### config.mk
export PLATFORM = sky130hd
export DESIGN_NAME = nst_seq_div
export DESIGN_NICKNAME = d
export VERILOG_FILES = /design/src/hdl/nst_pkg.sv /design/src/hdl/nst_seq_div.sv
export SDC_FILE = /design/constraint.sdc
export NUM_CORES = 1
export LEC_CHECK = 0
export ABC_AREA = 1
export BUFFER_PORTS_ARGS = -buffer_cell sky130_fd_sc_hd__buf_2
export CORE_MARGIN = 3
export CORE_UTILIZATION = 25
export DETAILED_ROUTE_END_ITERATION = 10
export HOLD_SLACK_MARGIN = 0.06
export PLACE_DENSITY = 0.49
export SLEW_MARGIN = 40
export SYNTH_ARGS = -nofsm -noshare
export SYNTH_HDL_FRONTEND = slang
export SYNTH_SLANG_ARGS = --single-unit
### constraint.sdc
create_clock -name clock -period 5.39 [get_ports clock]
set_clock_uncertainty 0.05 [all_clocks]
set_input_delay 0.2695 -clock clock [delete_from_list [all_inputs] [get_ports clock]]
set_output_delay 0.2695 -clock clock [all_outputs]
set_load 0.05 [all_outputs]
### src/hdl/nst_pkg.sv
// ----------------------------------------------------------------------------
// nst_pkg: shared types, constants and helpers for the nine-slice axis tiler.
// Holds the repeat-mode codes, the tile side-band record, the per-lane
// divider record and the saturation and division-step functions.
// ----------------------------------------------------------------------------
package nst_pkg;

   // Fixed-point fraction bits of every coordinate.
   localparam int FRAC_BITS = 8;

   // Repeat-mode codes.
   localparam logic [1:0] MODE_STRETCH = 2'd0;
   localparam logic [1:0] MODE_REPEAT  = 2'd1;
   localparam logic [1:0] MODE_ROUND   = 2'd2;
   localparam logic [1:0] MODE_SPACE   = 2'd3;

   // Output saturation limits.
   localparam logic signed [23:0] DEST_MIN = 24'sh800000;
   localparam logic signed [23:0] DEST_MAX = 24'sh7FFFFF;
   localparam logic [23:0]        SRC_MAX  = 24'hFFFF00;

   // Setup divider width, and the widths of the per-tile divider lanes.
   localparam int SDIV_W = 25;
   localparam int QW     = 25;
   localparam int DW     = 24;
   localparam int NW     = 48;

   // Side-band data that travels with a tile through the pipeline.
   typedef struct packed {
      logic signed [23:0] dlo;
      logic signed [23:0] dhi;
      logic [23:0]        s0;
      logic               last;
      logic               trunc;
      logic               empty;
      logic               lenz;
   } tile_side_type;

   // One lane of the pipelined restoring divider.
   typedef struct packed {
      logic [DW-1:0] rem;
      logic [QW-1:0] bits;
      logic [QW-1:0] q;
   } lane_type;

   // Load a numerator into a lane. The quotient fits in QW bits, so the
   // bits above them are already below the divisor.
   function automatic lane_type lane_init(input logic [NW-1:0] n);
      lane_type r;
      r.rem  = {1'b0, n[NW-1:QW]};
      r.bits = n[QW-1:0];
      r.q    = '0;
      return r;
   endfunction

   // One quotient bit: shift in the next numerator bit and compare-subtract.
   function automatic lane_type div_step(input lane_type l, input logic [DW-1:0] d);
      lane_type      r;
      logic [DW:0]   t;
      t      = {l.rem, l.bits[QW-1]};
      r.bits = {l.bits[QW-2:0], 1'b0};
      if (t >= {1'b0, d}) begin
         r.rem = DW'(t - {1'b0, d});
         r.q   = {l.q[QW-2:0], 1'b1};
      end else begin
         r.rem = t[DW-1:0];
         r.q   = {l.q[QW-2:0], 1'b0};
      end
      return r;
   endfunction

   // Saturate a wide destination coordinate to 24 signed bits.
   function automatic logic signed [23:0] sat_dest(input logic signed [31:0] v);
      logic signed [23:0] r;
      if (v < -32'sd8388608) begin
         r = DEST_MIN;
      end else if (v > 32'sd8388607) begin
         r = DEST_MAX;
      end else begin
         r = v[23:0];
      end
      return r;
   endfunction

   // Source start plus interpolated offset, saturated to the source range.
   function automatic logic [23:0] sat_src(input logic [23:0] s0, input logic [QW-1:0] q);
      logic [25:0] sum;
      logic [23:0] r;
      sum = {2'b00, s0} + {1'b0, q};
      if (sum > {2'b00, SRC_MAX}) begin
         r = SRC_MAX;
      end else begin
         r = sum[23:0];
      end
      return r;
   endfunction

endpackage

### src/hdl/nst_seq_div.sv
// ----------------------------------------------------------------------------
// nst_seq_div: iterative unsigned divider for tile count and width setup.
// Restoring division, one quotient bit per cycle; a one-cycle done pulse
// marks a valid quotient.
// ----------------------------------------------------------------------------
module nst_seq_div (
   input  logic                       clock,
   input  logic                       reset,
   input  logic                       start,
   input  logic [nst_pkg::SDIV_W-1:0] num,
   input  logic [nst_pkg::SDIV_W-1:0] den,
   output logic                       done,
   output logic [nst_pkg::SDIV_W-1:0] quo
);

   localparam int W  = nst_pkg::SDIV_W;
   localparam int CW = $clog2(W);

   logic          busy_ff;
   logic          done_ff;
   logic [CW-1:0] cnt_ff;
   logic [W-1:0]  rem_ff, rem_in;
   logic [W-1:0]  quo_ff, quo_in;
   logic [W-1:0]  den_ff;
   logic [W:0]    trial;

   // Shift the next numerator bit into the remainder and compare-subtract.
   always_comb begin
      trial = {rem_ff, quo_ff[W-1]};
      if (trial >= {1'b0, den_ff}) begin
         rem_in = W'(trial - {1'b0, den_ff});
         quo_in = {quo_ff[W-2:0], 1'b1};
      end else begin
         rem_in = trial[W-1:0];
         quo_in = {quo_ff[W-2:0], 1'b0};
      end
   end

   // Control: busy flag, bit counter and done pulse.
   always_ff @(posedge clock) begin
      if (reset) begin
         busy_ff <= 1'b0;
         done_ff <= 1'b0;
         cnt_ff  <= '0;
      end else begin
         done_ff <= 1'b0;
         if (start) begin
            busy_ff <= 1'b1;
            cnt_ff  <= CW'(W - 1);
         end else if (busy_ff) begin
            cnt_ff <= cnt_ff - 1'b1;
            if (cnt_ff == '0) begin
               busy_ff <= 1'b0;
               done_ff <= 1'b1;
            end
         end
      end
   end

   // Datapath: remainder, numerator/quotient shift register and divisor.
   always_ff @(posedge clock) begin
      if (start) begin
         rem_ff <= '0;
         quo_ff <= num;
         den_ff <= den;
      end else if (busy_ff) begin
         rem_ff <= rem_in;
         quo_ff <= quo_in;
      end
   end

   assign done = done_ff;
   assign quo  = quo_ff;

endmodule

### Word-level counts from Yosys, hierarchy flattened

Cells that the tools add are included.

* output and inout port bits: 26
* RAM bits: 0
* register bits after elaboration: 82
* ROM bits: 0
* input bits: 53
* word-level logic and storage cells: 25
* latch bits: 0
* memories kept: 0

* divide/modulo/power cells: 0
* reductions and logical operators: 4
* shifts and indexed selects: 0
* order comparisons: 1
* bitwise operators: 1
* $mul: 0
* add/sub/neg operators: 2
* mux-type cells: 10
* equal/unequal tests: 0

Operators by type and width (count)
* $mux 25: 3
* $ge 26x25->1: 1
* $sub 25x25->25: 1
* $mux 5: 2
* $logic_not 5->1: 1
* $mux 1: 5
* $sub 5x1->5 const B: 1
* $reduce_or 3->1: 1
* $reduce_bool 2->1: 1
* $reduce_or 2->1: 1
* $not 1->1: 1

### Logic depth before layout (Yosys ltp)

Gate-level depths: netlist of the first run.

* depth in word-level cells: 4
* gate-level depth with buffers: 15
* mapped depth without buffers: 15

### Worst setup path after synthesis of the first run

Ideal clock, no wire load.

* kind: register -> register
* start point: register quo_ff[24], in the netlist quo[24]
* end point: register quo_ff[0], in the netlist quo[0] (data pin)
* clock period less this slack: 2.426 ns
* buffers on the path: 1
* arrival: 2.124 ns
* data required time: 5.087 ns
* cell stages (with the launch flop): 12
* path slack: 2.964 ns
* setup time: 0.253 ns
* cell sequence: edfxtp_1 inv_1 ha_1 inv_1 fa_1 nand3_1 nand3_2 nand2_2 nand3_4 buf_8 nand2_1 nand2_1

* longest elaborated chain between the ends: 4

Ends and longest elaborated chain
* from (decl): RTL line nst_seq_div.sv:23 `logic [W-1:0] quo_ff, quo_in;`
* from (signal assigned): RTL line nst_seq_div.sv:64 `quo_ff <= num;`
* from (signal assigned): RTL line nst_seq_div.sv:68 `quo_ff <= quo_in;`
* $ge 26x25->1: RTL line nst_seq_div.sv:30 `if (trial >= {1'b0, den_ff}) begin`
* $mux 1: RTL line nst_seq_div.sv:30
* $mux 25: RTL line nst_seq_div.sv:66 `end else if (busy_ff) begin`
* $mux 25: RTL line nst_seq_div.sv:62 `if (start) begin`

No other way between the ends. The select of a mux whose other input is x is not followed.
A chain may end at the register's enable or synchronous reset.

### Final worst setup path of the first run

Same ends and word-level chain as after synthesis.

==> flow_summary_export.csv, run 1 <==
group,metric,value,unit
status,status,"finished, final reports clean",
sta,slew-limit-headroom,57.92,%
synth,ys.flop_type,"edfxtp_1",
detailed_routing,drc,0,
detailed_routing,post_drt_wl_per_cell,12.94,µm
synth,synth_top_area_share,27.71,%
floorplanning,dieWidth,153.2,µm
flow_run,maxCapViolations,0,
sta,setup_violations,0,
floorplanning,ios,79,
sta,drv_slew,0,
cts,cts.repair.resized,0,
sta,hold_violations,0,
placement,dp_hpwl,10.91,mm
placement,pre_cts_slack,2.386,ns
cts,hold_buffers,25,
floorplanning,fp.coreArea,21150,µm²
layout,fillers,2313,
layout,area_growth,22.40,%
detailed_routing,ant_nets,0,
global_route,antenna_found_initial,0,
detailed_routing,first_pass_iters,5,
global_route,grt_pass1_wl,24.55,mm
power,power.static_leakage,3.445,nW
sta,min_period_over_period,55.33,%
global_route,grt_max_degree,36,
worst_setup_path,worstPathArrival,3.04,ns
power,vdd_ir_drop_max,0.0001486,V
placement,gp_congestion,0.8864,
layout,nets,951,
sta,worst_pin_slew,0.6290,ns
worst_setup_path,slowest_stage,"nand2_2",
synth,synthCells,768,
cts,clock-sinks,82,
worst_setup_path,max_stage_delay,0.51,ns
synth,synth_top_area_cell,"edfxtp_1",
layout,layout-drive-gt1-share,15.20,%
placement,detailed_place.area,6088,µm²
global_route,overflow,0,
sta,grt_setup_unrepaired,"no",
placement,place_inst,1108,
cts,clkLatencyLatePin,0.36,ns
cts,ctsHtreeMaxLevel,3,
floorplanning,die_h,153.2,µm
floorplanning,die_area,23480,µm²
sta,whs,0.08183,ns
sta,fin_ws,2.408,ns
synth,synth_edf_count,50,
detailed_routing,drt_iter0_drc,318,
detailed_routing,routed_wl,14.88,mm
global_route,grt.total_usage,12.97,%
power,p_total,1.614,mW
synth,yosysWarnings,0,
global_route,grt_pass1_vias,4776,
cts,numCtsBuffers,9,
synth,synth_area_leaders,"edfxtp_1, nand2_1, dfxtp_1, inv_1, ha_1",
synth,yosysSeqAreaShare,39.53,%
placement,io_buffers,78,
layout,diodes,0,
synth,synthesis.area,5419,µm²
sta,min_period,2.982,ns
detailed_routing,num_vias,4931,
cts,tritoncts,"built",
detailed_routing,viasPerCell,4.288,
worst_setup_path,critPathCaptureType,"flop",
layout,design_area,6633,µm²
floorplanning,rows,53,
worst_setup_path,worstSetupPathType,"reg -> reg",
synth,synth_fp_nets,849,
synth,synthTopCellsByCount,"nand2_1, inv_1, edfxtp_1",
worst_setup_path,start_kind,"flop",
min_path,hold_class,"in -> reg",
cts,clock_path_buffers,2,
floorplanning,initial_core_util,25.62,%
synth,yosysMostFrequentCell,"nand2_1",
worst_setup_path,cp_cell_sequence,"inv_1 -> ha_1 -> inv_1 -> fa_1 -> nand3_1 -> nand3_2 -> nand2_2 -> nand3_4 -> nand2_1 -> nand2_1",
cts,cts_setup_buffers,0,
sta,fin_setup_tns,0,ns
synth,avgSynthCellArea,7.056,µm²
layout,finish.utilization,31.35,%
cts,cts-root-buf,"clkbuf_16",
cts,clkSlewWorstSetupHoldPaths,0.07,ns
sta,fmaxAchievable,335.3,MHz
worst_setup_path,required,5.45,ns
layout,fin_cells,1150,
synth,async_flop_share,0,%
synth,synth_cell_type_count,36,
power,cellPowerDensity,243.3,nW/µm²
worst_setup_path,critPathMaxFanout,26,
synth,ys_ff_latch,82,
## where the power goes
| group | internal, mW | switching [mW] | total (mW) |
|---|---|---|---|
| Sequential | 0.713 | 0.0188 | 0.731 |
| Combinational | 0.0877 | 0.197 | 0.284 |
| Clock | 0.318 | 0.280 | 0.598 |
## layer usage
metal  vias to the layer above  global-route usage [%]  share of wire [%]
met2                        89                   20.06                 43
li1                       2595                       -                  -
met5                         -                       0                  0
met3                        13                   2.860                4.4
met4                         0                   4.455                1.6
met1                      2234                   17.94                 51
## cell usage in the layout (no fill, tap or decap), types with 7 or more instances in the layout
cell and instances:
nor2_1 34, nand3_1 46, buf_2 78, dlygate4sd3_1 25, xnor2_1 11, edfxtp_1 50, ha_1 27, inv_2 7
dfxtp_1 32, nand3_2 10, a21oi_1 12, nand4_1 32, nand2_1 299, inv_1 146, clkbuf_16 9
## critical path: cells and delay by family (launching register included)
family                     cells  cell delay (ns)
and+or+nand+nor                6             1.50
DFF                            1             0.38
adders and majority gates      2             0.62
buffers and inverters          2             0.17
## state kept, by name, indices dropped and copies added (netlist names)
| name | flops |
|---|---|
| busy_ff | 1 |
| quo | 25 |
| den_ff | 25 |
| cnt_ff | 5 |
| done | 1 |
| rem_ff | 25 |
## final timing paths
check	startpoint	end	slack, ns	depth (start not counted)
hold reg to reg	cnt_ff[0]$_SDFFE_PP0P_	cnt_ff[0]$_SDFFE_PP0P_	0.42	2
hold / removal	den[18]	den_ff[18]$_DFFE_PP_	0.08	1
setup / recovery	quo[24]$_DFFE_PP_	quo[0]$_DFFE_PP_	2.41	10
setup reg to reg	quo[24]$_DFFE_PP_	quo[0]$_DFFE_PP_	2.41	10
## cell type report
cell class	count	area [µm²]	area share (%)
Clock buffer	10	229.0	3.452
Clock inverter	6	50.05	0.7546
Inverter	154	578.1	8.715
Multi-Input combinational cell	515	2604	39.26
Sequential cell	82	2142	32.30
Tap cell	275	344.1	5.188
Timing Repair Buffer	108	685.7	10.34
## logic make-up after synthesis
kind of cell	after synthesis	synth area share, %
AO/OA/AOI/OAI	31	3.464
XOR/XNOR	12	1.939
adder cells (fa/ha/maj)	28	6.603
buffers and inverters	171	12.42
flip-flops	82	39.53
AND/OR/NAND/NOR	444	36.04
Power figures use the tool's default switching activity.
==> inputs of run 2 (changes only) <==
==> constraint.sdc (replaced) <==
create_clock -name clock -period 3 [get_ports clock]
set_clock_uncertainty 0.05 [all_clocks]
set_input_delay 0.15 -clock clock [delete_from_list [all_inputs] [get_ports clock]]
set_output_delay 0.15 -clock clock [all_outputs]
set_load 0.05 [all_outputs]
==> flow_summary_export.csv, run 2 (synthesis gave the netlist of run 1 again) <==
group,metric,value,unit
sta,whs,0.2182,ns
global_route,gr-usage-met1,18.07,%
sta,drv_slew,0,
floorplanning,die_area,23480,µm²
layout,layout-drive-gt1-share,15.14,%
power,power.static_leakage,3.576,nW
cts,cts_setup_buffers,0,
min_path,min_path_cells,1,
sta,min_period_over_period,78.84,%
flow_run,maxCapViolations,0,
worst_setup_path,required,3.05,ns
sta,fmaxAchievable,422.8,MHz
layout,diodes,0,
cts,clkLatencyLatePin,0.34,ns
worst_setup_path,max_stage_delay,0.45,ns
placement,place_inst,1113,
placement,detailed_place.area,6138,µm²
layout,nets,981,
global_route,grt_max_degree,29,
sta,min_period,2.365,ns
floorplanning,fp.coreArea,21150,µm²
detailed_routing,routed_wl,14.84,mm
worst_setup_path,critPathMaxFanout,26,
global_route,grt_pass1_wl,25.14,mm
placement,io_buffers,78,
cts,tritoncts,"built",
detailed_routing,viasPerCell,4.230,
cts,hold_buffers,51,
cts,clock_path_buffers,2,
detailed_routing,num_vias,4991,
worst_setup_path,cp_cell_sequence,"inv_1 -> ha_1 -> inv_1 -> fa_1 -> nand3_1 -> nand3_2 -> nand2_2 -> nand3_4 -> nand2_1 -> nand2_1",
layout,design_area,6925,µm²
cts,clock-sinks,82,
global_route,gr-usage-met2,20.75,%
worst_setup_path,critPathCaptureType,"flop",
sta,hold_violations,0,
detailed_routing,drt_iter0_drc,265,
power,vdd_ir_drop_max,0.0002448,V
sta,worst_pin_slew,0.4664,ns
min_path,hold_class,"in -> reg",
worst_setup_path,start_kind,"flop",
floorplanning,ios,79,
layout,area_growth,27.80,%
cts,ctsHtreeMaxLevel,3,
worst_setup_path,slowest_stage,"fa_1",
floorplanning,dieWidth,153.2,µm
cts,clkSlewWorstSetupHoldPaths,0.07,ns
layout,fin_cells,1180,
global_route,antenna_found_initial,0,
detailed_routing,post_drt_wl_per_cell,12.58,µm
floorplanning,rows,53,
worst_setup_path,worstRegToRegCells,10,
detailed_routing,drc,0,
floorplanning,initial_core_util,25.62,%
global_route,top_usage_layer,"met2",
floorplanning,die_h,153.2,µm
placement,gp_congestion,0.8822,
global_route,grtUsageMet3,2.633,%
detailed_routing,ant_nets,0,
cts,numCtsBuffers,9,
placement,dp_hpwl,11.10,mm
worst_setup_path,worstPathArrival,2.42,ns
global_route,grt.total_usage,13.09,%
layout,mostFrequentLayoutCell,"nand2_1",
global_route,grt_pass1_vias,5088,
sta,setup_violations,0,
cts,cts-root-buf,"clkbuf_16",
layout,final_cell_mix,"nand2_1, inv_1, buf_2",
detailed_routing,first_pass_iters,5,
sta,grt_setup_unrepaired,"no",
worst_setup_path,worstSetupPathType,"reg -> reg",
sta,slew-limit-headroom,68.86,%
power,cellPowerDensity,420.6,nW/µm²
cts,cts.repair.resized,0,
global_route,overflow,0,
layout,fillers,2303,
status,status,"finished, final reports clean",
sta,fin_setup_tns,0,ns
==> run 2: final cells by class <==
class	count	area, µm²	share of cell area (%)
Multi-Input combinational cell	515	2604	37.60
Sequential cell	82	2142	30.93
Timing Repair Buffer	138	980.9	14.16
Inverter	154	578.1	8.347
Tap cell	275	344.1	4.968
Clock buffer	10	229.0	3.306
Clock inverter	6	47.55	0.6865
==> run 2: path summary, 6_finish.rpt <==
kind	start	end	slack, ns
max	quo[24]$_DFFE_PP_	quo[0]$_DFFE_PP_	0.63
min	start	den_ff[18]$_DFFE_PP_	0.22
max reg2reg	quo[24]$_DFFE_PP_	quo[0]$_DFFE_PP_	0.63
min reg2reg	cnt_ff[0]$_SDFFE_PP0P_	cnt_ff[0]$_SDFFE_PP0P_	0.42
==> run 2: power breakdown <==
part	leakage (nW)	switching [mW]	internal [mW]
sequential	0.759	0.0331	1.28
clock	0.134	0.482	0.572
combinational	2.68	0.362	0.184
==> run 2: critical path, delay by kind of cell, from the launching register on <==
family / cells / cell delay, ns
adders and majority gates: 2 / 0.61
and+or+nand+nor: 6 / 0.93
buffers and inverters: 2 / 0.15
DFF: 1 / 0.38
==> run 2: stage by stage <==
stage	setup WS, ns	utilization, %	power [mW]
global route	0.4325	32.74	3.079
CTS	0.6155	32.74	2.971
finish	0.6348	32.74	2.913
global placement	0.6626	29.02	1.838
floorplan	0.5737	-	1.678
detailed placement	0.5954	29.02	1.838
==> run 2: routing by layer <==
metal / part of all wire (%) / wire length (µm)
met5: 0 / 0
met4: 1.2 / 171
met3: 4.5 / 667
met2: 45 / 6651
met1: 50 / 7350
==> inputs of run 3 (changes only) <==
--- a/config.mk
+++ b/config.mk
@@ -5,13 +5,13 @@
 export SDC_FILE = /design/constraint.sdc
 export NUM_CORES = 1
 export LEC_CHECK = 0
-export ABC_AREA = 1
+export ABC_AREA = 0
 export BUFFER_PORTS_ARGS = -buffer_cell sky130_fd_sc_hd__buf_2
 export CORE_MARGIN = 3
 export CORE_UTILIZATION = 25
 export DETAILED_ROUTE_END_ITERATION = 10
 export HOLD_SLACK_MARGIN = 0.06
-export PLACE_DENSITY = 0.49
+export PLACE_DENSITY = 0.51
 export SLEW_MARGIN = 40
 export SYNTH_ARGS = -nofsm -noshare
 export SYNTH_HDL_FRONTEND = slang
==> constraint.sdc (replaced) <==
create_clock -name clock -period 2 [get_ports clock]
set_clock_uncertainty 0.05 [all_clocks]
set_input_delay 0.1 -clock clock [delete_from_list [all_inputs] [get_ports clock]]
set_output_delay 0.1 -clock clock [all_outputs]
set_load 0.05 [all_outputs]
==> flow_summary_export.csv, run 3 <==
group,metric,value,unit
worst_setup_path,critPathCaptureType,"flop",
layout,area_growth,59.44,%
sta,hold_violations,0,
floorplanning,rows,48,
layout,fillers,1749,
sta,min_period,2.719,ns
floorplanning,dieWidth,141.3,µm
synth,ys.flop_type,"edfxtp_1",
placement,detailed_place.area,5998,µm²
layout,regArea,2142,µm²
layout,diodes,0,
detailed_routing,first_pass_iters,4,
synth,synth_fp_nets,522,
layout,design_area,7293,µm²
global_route,grt_max_degree,51,
floorplanning,ios,79,
worst_setup_path,worstSetupPathType,"reg -> reg",
sta,setup_violations,26,
synth,synth_cell_type_count,53,
status,failed_checks,"setup timing",
synth,avgSynthCellArea,10.37,µm²
sta,min_period_over_period,136.0,%
sta,worst_pin_slew,0.6318,ns
worst_setup_path,slowest_stage,"edfxtp_1",
cts,numCtsBuffers,9,
cts,clkSlewWorstSetupHoldPaths,0.07,ns
detailed_routing,ant_nets,0,
flow_run,maxCapViolations,0,
detailed_routing,routed_wl,12.39,mm
status,status,"finished, violations left",
synth,synth_area_leaders,"edfxtp_1, dfxtp_1, ha_1, mux2_2, nor2_1",
detailed_routing,num_vias,4175,
cts,cts-root-buf,"clkbuf_16",
cts,clock_path_buffers,2,
synth,synth_edf_count,50,
floorplanning,initial_core_util,26.00,%
floorplanning,die_h,141.3,µm
worst_setup_path,worstPathArrival,2.90,ns
synth,yosysMostFrequentCell,"edfxtp_1",
floorplanning,die_area,19960,µm²
synth,synth_top_area_cell,"edfxtp_1",
detailed_routing,viasPerCell,4.533,
power,vdd_ir_drop_max,0.0004032,V
placement,dp_hpwl,8.954,mm
synth,ys_ff_latch,82,
cts,clock-sinks,82,
placement,io_buffers,78,
synth,synthCells,441,
cts,tritoncts,"built",
layout,layout-drive-gt1-share,43.97,%
synth,synthesis.area,4574,µm²
worst_setup_path,max_stage_delay,0.38,ns
sta,fin_ws,-0.7193,ns
global_route,overflow,0,
min_path,hold_class,"in -> reg",
sta,fmaxAchievable,367.7,MHz
worst_setup_path,required,2.18,ns
synth,yosysSeqAreaShare,46.83,%
layout,final_cell_mix,"buf_4, buf_2, dlygate4sd3_1",
cts,ctsHtreeMaxLevel,3,
power,power.static_leakage,3.199,nW
power,cellPowerDensity,713.9,nW/µm²
layout,mostFrequentLayoutCell,"buf_4",
floorplanning,fp.coreArea,17600,µm²
worst_setup_path,cp_cell_sequence,"inv_2 -> ha_4 -> a211oi_4 -> o211ai_1 -> a211o_1 -> a311o_1 -> o22ai_4 -> buf_6 -> mux2_4 -> mux2i_2 -> a311oi_2",
sta,grt_setup_unrepaired,"yes",
placement,gp_congestion,0.9144,
layout,nets,772,
layout,multi_input_area,2486,µm²
detailed_routing,drt_iter0_drc,156,
global_route,grt_pass1_vias,4253,
global_route,grt_pass1_wl,20.46,mm
global_route,antenna_found_initial,0,
placement,pre_cts_slack,-0.8487,ns
worst_setup_path,start_kind,"flop",
synth,async_flop_share,0,%
sta,slew-limit-headroom,57.80,%
cts,clkLatencyLatePin,0.35,ns
synth,yosysWarnings,0,
detailed_routing,post_drt_wl_per_cell,13.45,µm
worst_setup_path,critPathMaxFanout,5,
synth,synthTopCellsByCount,"edfxtp_1, nor2_1, inv_1",
synth,synth_top_area_share,32.82,%
global_route,grt.total_usage,12.67,%
sta,drv_slew,0,
detailed_routing,drc,0,
run 3: kinds of logic after synthesis:
logic type                 share of synthesized area [%]
and+or+nand+nor                                    11.05
AOI/OAI and AO/OA                                  16.27
DFF                                                46.83
buffers and inverters                              4.868
muxes                                              9.327
adders and majority gates                          7.823
xor gates and xnor gates                           3.829
run 3: final timing paths:
path                                         startpoint                 endpoint  slack [ns]  cells past startpoint
worst max register to register     den_ff[19]$_DFFE_PP_  rem_ff[21]$_SDFFE_PP0P_       -0.72                     11
worst min-delay path                            den[21]     den_ff[21]$_DFFE_PP_        0.40                      2
worst min register to register  rem_ff[20]$_SDFFE_PP0P_  rem_ff[20]$_SDFFE_PP0P_        0.46                      2
worst max-delay path               den_ff[19]$_DFFE_PP_  rem_ff[21]$_SDFFE_PP0P_       -0.72                     11
run 3: stage by stage:
stage | TNS [ns] | hold WS (ns) | power (mW) | util, % | std cells
global route | -19.84 | 0.4115 | 5.484 | 41.45 | 921
floorplan | -18.85 | 0.1224 | 2.787 | - | 441
global placement | -17.42 | 0.2293 | 3.256 | 34.09 | 836
detailed placement | -17.98 | 0.2286 | 3.269 | 34.09 | 836
CTS | -16.47 | 0.3841 | 5.205 | 40.00 | 912
finish | -16.00 | 0.4034 | 5.207 | 41.45 | 921
run 3: critical path, delay by kind of cell (launching register included):
kind                       cells  cell delay (ns)
buffers and inverters          2             0.24
AOI/OAI and AO/OA              6             1.26
DFF                            1             0.38
muxes                          2             0.46
adders and majority gates      1             0.20
run 3: routing by layer:
layer  global-route usage, %  vias to the layer above  share of wire [%]
met4                   4.284                        0                1.6
li1                        -                     2116                  -
met3                   3.000                       14                4.7
met2                   20.82                       87                 47
met5                       0                        -                  0
met1                   16.40                     1958                 47
run 3: layout make-up:
type | instances | area share, %
well taps | 225 | 3.860
inverters | 34 | 1.750
clock inverters | 7 | 1.270
flip-flops and latches | 82 | 29.37
clock buffers | 9 | 3.088
multi-input cells | 308 | 34.09
repair buffers | 256 | 26.57
run 3: where the power goes:
part           switching, mW  total, mW  leakage, nW  internal [mW]
Sequential            0.0684       2.01        0.758           1.94
Combinational          0.747       1.41         2.29          0.661
Clock                  0.782       1.79        0.156           1.00
run 3: timing repair:
item                                   in CTS  in global routing
setup buffers                               8                 10
setup endpoints to repair                  26                 26
endpoints found under the hold margin      59                  0
hold buffers                               52                  0
pin swaps                                  22                 17
gates resized for setup                    41                 45
